`config.mk`:
```
export PLATFORM = sky130hd
export DESIGN_NAME = flv_tag_chain_checker_unit
export DESIGN_NICKNAME = d
export VERILOG_FILES = /design/src/rtl/flv_tcc_pkg.sv /design/src/rtl/flv_tcc_parser.sv /design/src/rtl/flv_tcc_out_buf.sv /design/src/rtl/flv_tag_chain_checker_unit.sv
export SDC_FILE = /design/constraint.sdc
export NUM_CORES = 1
export LEC_CHECK = 0
export BUFFER_PORTS_ARGS = -buffer_cell sky130_fd_sc_hd__buf_2
export CAP_MARGIN = 10
export CORE_MARGIN = 8
export CORE_UTILIZATION = 39
export DETAILED_ROUTE_END_ITERATION = 12
export PLACE_DENSITY = 0.6
export SYNTH_ARGS = -nofsm -noshare
export SYNTH_HDL_FRONTEND = slang
export SYNTH_HIERARCHICAL = 1
export SYNTH_SLANG_ARGS = --single-unit
```
`constraint.sdc`:
```
create_clock -name clk -period 6.34 [get_ports clk]
set_input_delay 0.634 -clock clk [delete_from_list [all_inputs] [get_ports clk]]
set_output_delay 0.634 -clock clk [all_outputs]
set_load 0.01 [all_outputs]
```
`src/rtl/flv_tcc_pkg.sv`:
```
// Package for the FLV tag chain checker: widths, verdict codes, result type
// and the small saturating length helpers. No dependencies.
package flv_tcc_pkg;

  localparam int LENGTH_BITS = 40;
  localparam int OUT_LEN_W   = 40;
  localparam int OUT_DATA_W  = 48;

  typedef logic [LENGTH_BITS-1:0] len_t;
  typedef logic [OUT_LEN_W-1:0]   out_len_t;

  localparam len_t     LEN_MAX = {LENGTH_BITS{1'b1}};
  localparam out_len_t OUT_MAX = {OUT_LEN_W{1'b1}};

  localparam logic [1:0] V_END    = 2'd0;
  localparam logic [1:0] V_BROKEN = 2'd1;
  localparam logic [1:0] V_HEADER = 2'd2;
  localparam logic [1:0] V_INTACT = 2'd3;

  typedef struct packed {
    logic       valid;
    logic [1:0] verdict;
    out_len_t   file_length;
  } res_t;

  function automatic logic [7:0] sig_byte(input logic [1:0] n);
    logic [7:0] r;
    case (n)
      2'd0:    r = 8'h46;
      2'd1:    r = 8'h4c;
      2'd2:    r = 8'h56;
      default: r = 8'h01;
    endcase
    return r;
  endfunction

  function automatic len_t sat_add(input len_t a, input logic [24:0] b);
    logic [LENGTH_BITS:0] s;
    s = {1'b0, a} + (LENGTH_BITS+1)'(b);
    return s[LENGTH_BITS] ? LEN_MAX : s[LENGTH_BITS-1:0];
  endfunction

  function automatic out_len_t clip_len(input len_t v);
    logic [63:0] w;
    w = 64'(v);
    return (w > 64'(OUT_MAX)) ? OUT_MAX : w[OUT_LEN_W-1:0];
  endfunction

endpackage

```
`src/rtl/flv_tcc_parser.sv`:
```
// Byte-wise header and tag chain parser: state registers plus the
// single-pass next-state and verdict logic. Depends on flv_tcc_pkg.
module flv_tcc_parser (
  input  logic              clk,
  input  logic              rst_n,
  input  logic              accept,
  input  logic [7:0]        data_byte,
  input  logic              last_byte,
  output flv_tcc_pkg::res_t res
);

  localparam logic [2:0] PH_HEADER = 3'd0;
  localparam logic [2:0] PH_WAIT   = 3'd1;
  localparam logic [2:0] PH_TAG    = 3'd2;
  localparam logic [2:0] PH_DONE   = 3'd3;

  logic [2:0]         phase_r, phase_nxt;
  logic [3:0]         cnt_r, cnt_nxt;
  logic [31:0]        shift_r, shift_nxt;
  flv_tcc_pkg::len_t  offset_r, offset_nxt;
  flv_tcc_pkg::len_t  nts_r, nts_nxt;
  logic [23:0]        last_size_r, last_size_nxt;
  logic               first_tag_r, first_tag_nxt;
  logic               given_r, given_nxt;

  logic               emit;
  logic [1:0]         verdict;
  flv_tcc_pkg::len_t  len;
  flv_tcc_pkg::len_t  off_inc;
  logic [31:0]        sh_new;
  logic [31:0]        tsh;
  logic [3:0]         n;
  logic               in_tag;
  logic               stop;

  always_comb begin
    phase_nxt     = phase_r;
    cnt_nxt       = cnt_r;
    shift_nxt     = shift_r;
    offset_nxt    = offset_r;
    nts_nxt       = nts_r;
    last_size_nxt = last_size_r;
    first_tag_nxt = first_tag_r;
    given_nxt     = given_r;
    emit          = 1'b0;
    verdict       = flv_tcc_pkg::V_END;
    len           = '0;
    off_inc       = flv_tcc_pkg::sat_add(offset_r, 25'd1);
    sh_new        = {shift_r[23:0], data_byte};
    in_tag        = (phase_r == PH_TAG) || (offset_r == nts_r);
    n             = (phase_r == PH_TAG) ? cnt_r : 4'd0;
    tsh           = (phase_r == PH_TAG) ? shift_r : 32'd0;
    stop          = tsh[31] || (data_byte != 8'd0);

    if (accept && phase_r != PH_DONE) begin
      offset_nxt = off_inc;
      if (phase_r == PH_HEADER) begin
        cnt_nxt = cnt_r + 4'd1;
        if (cnt_r < 4'd4) begin
          if (data_byte != flv_tcc_pkg::sig_byte(cnt_r[1:0])) begin
            emit    = 1'b1;
            verdict = flv_tcc_pkg::V_HEADER;
          end
        end else if (cnt_r == 4'd4) begin
          shift_nxt = '0;
          if ((data_byte & 8'hfa) != 8'd0) begin
            emit    = 1'b1;
            verdict = flv_tcc_pkg::V_HEADER;
          end
        end else begin
          shift_nxt = sh_new;
          if (cnt_r >= 4'd8) begin
            if (sh_new < 32'd9) begin
              emit    = 1'b1;
              verdict = flv_tcc_pkg::V_HEADER;
            end else begin
              nts_nxt   = flv_tcc_pkg::LENGTH_BITS'(sh_new);
              phase_nxt = PH_WAIT;
              cnt_nxt   = '0;
              shift_nxt = '0;
            end
          end
        end
      end else if (in_tag) begin
        phase_nxt = PH_TAG;
        cnt_nxt   = n + 4'd1;
        shift_nxt = tsh;
        case (n) inside
          [4'd0:4'd2]: shift_nxt = {tsh[23:0], data_byte};
          4'd3: begin
            shift_nxt = '0;
            if (!(({tsh[23:0], data_byte} == 32'd11 + 32'(last_size_r)) ||
                  (({tsh[23:0], data_byte} == 32'd0) && first_tag_r))) begin
              emit    = 1'b1;
              verdict = flv_tcc_pkg::V_BROKEN;
              len     = nts_r;
            end
          end
          4'd4: shift_nxt = {(tsh[31] || ((data_byte & 8'hc0) != 8'd0)), tsh[30:0]};
          [4'd5:4'd7]: shift_nxt = {tsh[31], 7'd0, tsh[15:0], data_byte};
          [4'd8:4'd11]: ;
          4'd12, 4'd13: shift_nxt = {stop, tsh[30:0]};
          4'd14: begin
            if (stop || (tsh[23:0] == 24'd0)) begin
              emit    = 1'b1;
              verdict = flv_tcc_pkg::V_END;
              len     = flv_tcc_pkg::sat_add(nts_r, 25'd4);
            end else begin
              last_size_nxt = tsh[23:0];
              nts_nxt       = flv_tcc_pkg::sat_add(nts_r, 25'd15 + 25'(tsh[23:0]));
              first_tag_nxt = 1'b0;
              phase_nxt     = PH_WAIT;
              cnt_nxt       = '0;
              shift_nxt     = '0;
            end
          end
          default: ;
        endcase
      end
      if (emit) begin
        phase_nxt = PH_DONE;
        given_nxt = 1'b1;
      end
    end

    if (accept && last_byte) begin
      if (!emit && !given_r) begin
        emit    = 1'b1;
        verdict = flv_tcc_pkg::V_INTACT;
        len     = off_inc;
      end
      phase_nxt     = PH_HEADER;
      cnt_nxt       = '0;
      shift_nxt     = '0;
      offset_nxt    = '0;
      nts_nxt       = '0;
      last_size_nxt = '0;
      first_tag_nxt = 1'b1;
      given_nxt     = 1'b0;
    end
  end

  always_ff @(posedge clk) begin
    if (!rst_n) begin
      phase_r     <= PH_HEADER;
      cnt_r       <= '0;
      shift_r     <= '0;
      offset_r    <= '0;
      nts_r       <= '0;
      last_size_r <= '0;
      first_tag_r <= 1'b1;
      given_r     <= 1'b0;
    end else begin
      phase_r     <= phase_nxt;
      cnt_r       <= cnt_nxt;
      shift_r     <= shift_nxt;
      offset_r    <= offset_nxt;
      nts_r       <= nts_nxt;
      last_size_r <= last_size_nxt;
      first_tag_r <= first_tag_nxt;
      given_r     <= given_nxt;
    end
  end

  assign res.valid       = emit;
  assign res.verdict     = verdict;
  assign res.file_length = flv_tcc_pkg::clip_len(len);

endmodule

```
`src/rtl/flv_tcc_out_buf.sv`:
```
// Result register with a one-entry skid stage, so the parser keeps taking
// bytes while a verdict waits. Depends on flv_tcc_pkg.
module flv_tcc_out_buf (
  input  logic                                clk,
  input  logic                                rst_n,
  input  flv_tcc_pkg::res_t                   res,
  output logic                                room,
  output logic                                out_tvalid,
  input  logic                                out_tready,
  output logic [flv_tcc_pkg::OUT_DATA_W-1:0]  out_tdata
);

  logic              main_valid_r, main_valid_nxt;
  logic              skid_valid_r, skid_valid_nxt;
  flv_tcc_pkg::res_t main_r, main_nxt;
  flv_tcc_pkg::res_t skid_r, skid_nxt;

  always_comb begin
    main_valid_nxt = main_valid_r;
    skid_valid_nxt = skid_valid_r;
    main_nxt       = main_r;
    skid_nxt       = skid_r;
    if (!main_valid_r || out_tready) begin
      if (skid_valid_r) begin
        main_nxt       = skid_r;
        main_valid_nxt = 1'b1;
        skid_nxt       = res;
        skid_valid_nxt = res.valid;
      end else begin
        main_nxt       = res;
        main_valid_nxt = res.valid;
      end
    end else if (res.valid) begin
      skid_nxt       = res;
      skid_valid_nxt = 1'b1;
    end
  end

  always_ff @(posedge clk) begin
    if (!rst_n) begin
      main_valid_r <= 1'b0;
      skid_valid_r <= 1'b0;
    end else begin
      main_valid_r <= main_valid_nxt;
      skid_valid_r <= skid_valid_nxt;
    end
    main_r <= main_nxt;
    skid_r <= skid_nxt;
  end

  assign room       = !skid_valid_r;
  assign out_tvalid = main_valid_r;
  assign out_tdata  = {6'd0, main_r.file_length, main_r.verdict};

endmodule

```
`src/rtl/flv_tag_chain_checker_unit.sv`:
```
// Top level of the FLV tag chain checker: byte stream in, one verdict per file out.
// Depends on flv_tcc_pkg, flv_tcc_parser and flv_tcc_out_buf.
//
// A new byte can be taken every cycle while in_tready is high; the parser
// state update is the single register stage per byte. A verdict is formed
// from the byte that decides it and lands in the output result register, or
// in its one-entry skid stage while the sink stalls; in_tready drops only
// when both hold a verdict the sink has not yet taken. One verdict per file;
// in_tlast marks the final byte, after which the parser starts over.
module flv_tag_chain_checker_unit (
  input  logic                                clk,
  input  logic                                rst_n,
  input  logic                                in_tvalid,
  output logic                                in_tready,
  input  logic [7:0]                          in_tdata,   // [7:0] data_byte
  input  logic                                in_tlast,   // last_byte
  output logic                                out_tvalid,
  input  logic                                out_tready,
  output logic [flv_tcc_pkg::OUT_DATA_W-1:0]  out_tdata   // [1:0] verdict, [41:2] file_length
);

  flv_tcc_pkg::res_t res;
  logic              room;

  assign in_tready = room;

  flv_tcc_parser u_parser (
    .clk       (clk),
    .rst_n     (rst_n),
    .accept    (in_tvalid && room),
    .data_byte (in_tdata),
    .last_byte (in_tlast),
    .res       (res)
  );

  flv_tcc_out_buf u_out_buf (
    .clk        (clk),
    .rst_n      (rst_n),
    .res        (res),
    .room       (room),
    .out_tvalid (out_tvalid),
    .out_tready (out_tready),
    .out_tdata  (out_tdata)
  );

  a_hdr_len_zero: assert property (@(posedge clk) disable iff (!rst_n)
    out_tvalid && (out_tdata[1:0] == flv_tcc_pkg::V_HEADER) |-> (out_tdata[41:2] == '0))
    else $error("header reject with nonzero length");

  a_skid_needs_main: assert property (@(posedge clk) disable iff (!rst_n)
    !out_tvalid |-> in_tready)
    else $error("skid stage full while result register empty");

  a_result_only_on_accept: assert property (@(posedge clk) disable iff (!rst_n)
    res.valid |-> (in_tvalid && in_tready))
    else $error("result produced without an accepted item");

  a_pad_zero: assert property (@(posedge clk) disable iff (!rst_n)
    out_tvalid |-> (out_tdata[47:42] == 6'd0))
    else $error("nonzero pad bits in out_tdata");

endmodule
```
==> results.json <==
{
  "clockBufferDepth": 3,
  "synth_cells": 1858,
  "synth_flop_cell": "dfxtp_1",
  "setup_violations": 0,
  "routedWlPerCell_um": 20.9,
  "skew_ns": 0.0125,
  "yosysUniqueCellTypes": 85,
  "diodes": 0,
  "crit_path_end_kind": "flip-flop",
  "ant_nets": 0,
  "max_clock_freq_ghz": 0.198,
  "drv_slew": 0,
  "multiInputGateArea_um2": 9320,
  "max_slew_margin": 0.156,
  "num_vias": 14200,
  "die-area_um2": 46400,
  "ys_top_cells_by_count": "182 x nor2_1, 158 x a21oi_1, 155 x nand2_1",
  "postSynthAreaPerCell_um2": 8.34,
  "firstDrtPassIters": 5,
  "worst_hold_path_type": "in -> reg",
  "path_common_cell": "ha_1",
  "antenna_found_initial": 0,
  "hold_viol": 0,
  "die_x_um": 215,
  "rsz0062_at_grt": "false",
  "vias_per_cell": 6.06,
  "pin_count": 63,
  "place_congestion": 0.911,
  "crit_path_max_incr_delay_ns": 0.62,
  "grt_pass1_wl_um": 76200,
  "finalCriticalPeriod_ns": 5.04,
  "min_path_cells": 2,
  "synthArstFlopShare": 0,
  "finalCritPeriodShare": 0.796,
  "floorplan.initialDensity": 0.393,
  "drive_gt1_frac": 0.109,
  "syn-cell-area_um2": 15500,
  "port_buffers": 56,
  "dp_hpwl_um": 35000,
  "power.density_nw_per_um2": 212,
  "critPathSlowestCell": "dfxtp_1",
  "yosysTopAreaCell": "dfxtp_1",
  "worstMarginPinSlew_ns": 1.25,
  "die_y_um": 215,
  "nets": 1874,
  "h-tree-depth": 1,
  "cts_buffers": 27,
  "track_usage": 0.201,
  "postCtsSetupBuffers": 0,
  "regArea_um2": 5310,
  "start_kind": "flip-flop",
  "yosys.cell_count.top_type": "nor2_1",
  "max_cap_violations": 0,
  "synth-seq-cells": 223,
  "cts_tree": "built",
  "crit_required_ns": 6.75,
  "grt_start_max_net_pins": 77,
  "core-area_um2": 39500,
  "fill_cells": 3945,
  "drc": 0,
  "dr.first_iter.drc_count": 1321,
  "cts.clk_slew.worst_paths_ns": 0.06,
  "postCtsHoldBufs": 0,
  "insertion_delay_ns": 0.57,
  "path_class": "reg -> reg",
  "ys_warn_count": 6,
  "post-route-util": 0.425,
  "cts.sinks": 223,
  "status": "completed",
  "rr_worst_depth": 13,
  "ys_seq_area_frac": 0.342,
  "root_buffer": "clkbuf_16",
  "synth_area_leaders": "dfxtp_1 18%, edfxtp_1 16%, a21oi_1 5.1%",
  "placementRows": 73,
  "area_delta_synth_final_pct": 8.25,
  "globalRouteOverflowTotal": 0,
  "arrival_ns": 5.45,
  "synth_top_area_frac": 0.180,
  "synth-edff-count": 84,
  "first_global_vias": 12900,
  "leakage_uw": 0.00613,
  "path_cells": "nor2b_1, buf_4, and2_1, ha_1, ha_1, o21a_1, or2_2, a31o_2, a21oi_1, o22a_1, nand2_1, o32ai_1, a211oi_1",
  "finalSetupTns_ns": 0,
  "wirelength_um": 49000,
  "path_max_fanout": 17,
  "ir_drop_mv": 0.200,
  "cts_resized": 0
}
state kept, by name (all words and copies together) (netlist names):
| register | count |
|---|---|
| u_out_buf/out_tdata | 42 |
| u_out_buf/out_tvalid | 1 |
| u_out_buf/skid_r | 42 |
| u_out_buf/skid_valid_r | 1 |
| u_parser/cnt_r | 4 |
| u_parser/first_tag_r | 1 |
| u_parser/given_r | 1 |
| u_parser/last_size_r | 24 |
| u_parser/nts_r | 40 |
| u_parser/offset_r | 40 |
| u_parser/phase_r | 2 |
| u_parser/shift_r | 25 |
cell type report:
class	count	share of cell area
clock buffers	38	0.0445
clock inverters	12	0.00962
inverters	47	0.0105
multi-input cells	1429	0.556
flip-flops and latches	223	0.316
well taps	525	0.0392
repair buffers	73	0.0243
logic make-up (layout without fill, tap and decap cells):
family	Yosys count	after routing	share of synthesized area
AO/OA/AOI/OAI	547	547	0.231
XOR/XNOR	129	129	0.0729
adder cells (fa/ha/maj)	60	60	0.0489
buffers and inverters	211	170	0.0602
flip-flops	223	223	0.342
multiplexers	45	45	0.0413
other	1	6	0.000242
AND/OR/NAND/NOR	642	642	0.203
cell usage in the layout (no fill, tap or decap), types with 56 or more instances in the layout:
cell	instances
a21oi_1	158
dfxtp_1	138
o21ai_0	98
ha_1	59
buf_2	56
edfxtp_1	84
nand2_1	154
nor2_1	181
nand3_1	60
xnor2_1	90
report_power, final:
| part | leakage, uW | switching (uW) | internal (uW) |
|---|---|---|---|
| Clock | 0.000436 | 638 | 949 |
| Combinational | 0.00371 | 253 | 123 |
| Sequential | 0.00198 | 33.8 | 1560 |
worst max-delay path, delay by kind of cell, from the launching register on:
family | cells | cell delay [ns]
AOI/OAI and AO/OA | 6 | 1.80
adders and majority gates | 2 | 0.62
buffers and inverters | 1 | 0.31
DFF | 1 | 0.62
and+or+nand+nor | 4 | 1.52
metrics by stage:
stage	total power, uW	area [um2]	instances	hold WS (ns)	worst slack (ns)
after floorplan	1870	15500	1863	0.423	1.58
after global placement	1990	15900	2297	0.441	1.58
after detailed placement	2000	15900	2297	0.448	1.39
after CTS	3590	16800	2347	0.325	1.36
after global routing	3670	16800	2347	0.342	0.961
final	3560	16800	2347	0.354	1.30
layer usage:
| layer | share of wire | vias up | track usage | wire length, um |
|---|---|---|---|---|
| met2 | 0.46 | 602 | 0.323 | 22300 |
| met5 | 0 | - | 0 | 0 |
| met4 | 0.034 | 0 | 0.0638 | 1670 |
| met3 | 0.066 | 119 | 0.0271 | 3240 |
| li1 | - | 6708 | - | - |
| met1 | 0.44 | 6788 | 0.276 | 21800 |
worst paths after layout:
check                       startpoint                   end  slack, ns
hold / removal                   rst_n  u_out_buf/out_tvalid       0.35
setup reg to reg   u_parser/phase_r[1]    u_parser/nts_r[30]       1.30
hold reg to reg   u_parser/first_tag_r  u_parser/first_tag_r       0.46
setup / recovery   u_parser/phase_r[1]    u_parser/nts_r[30]       1.30
Note: power is estimated with default switching activity, not from simulation.
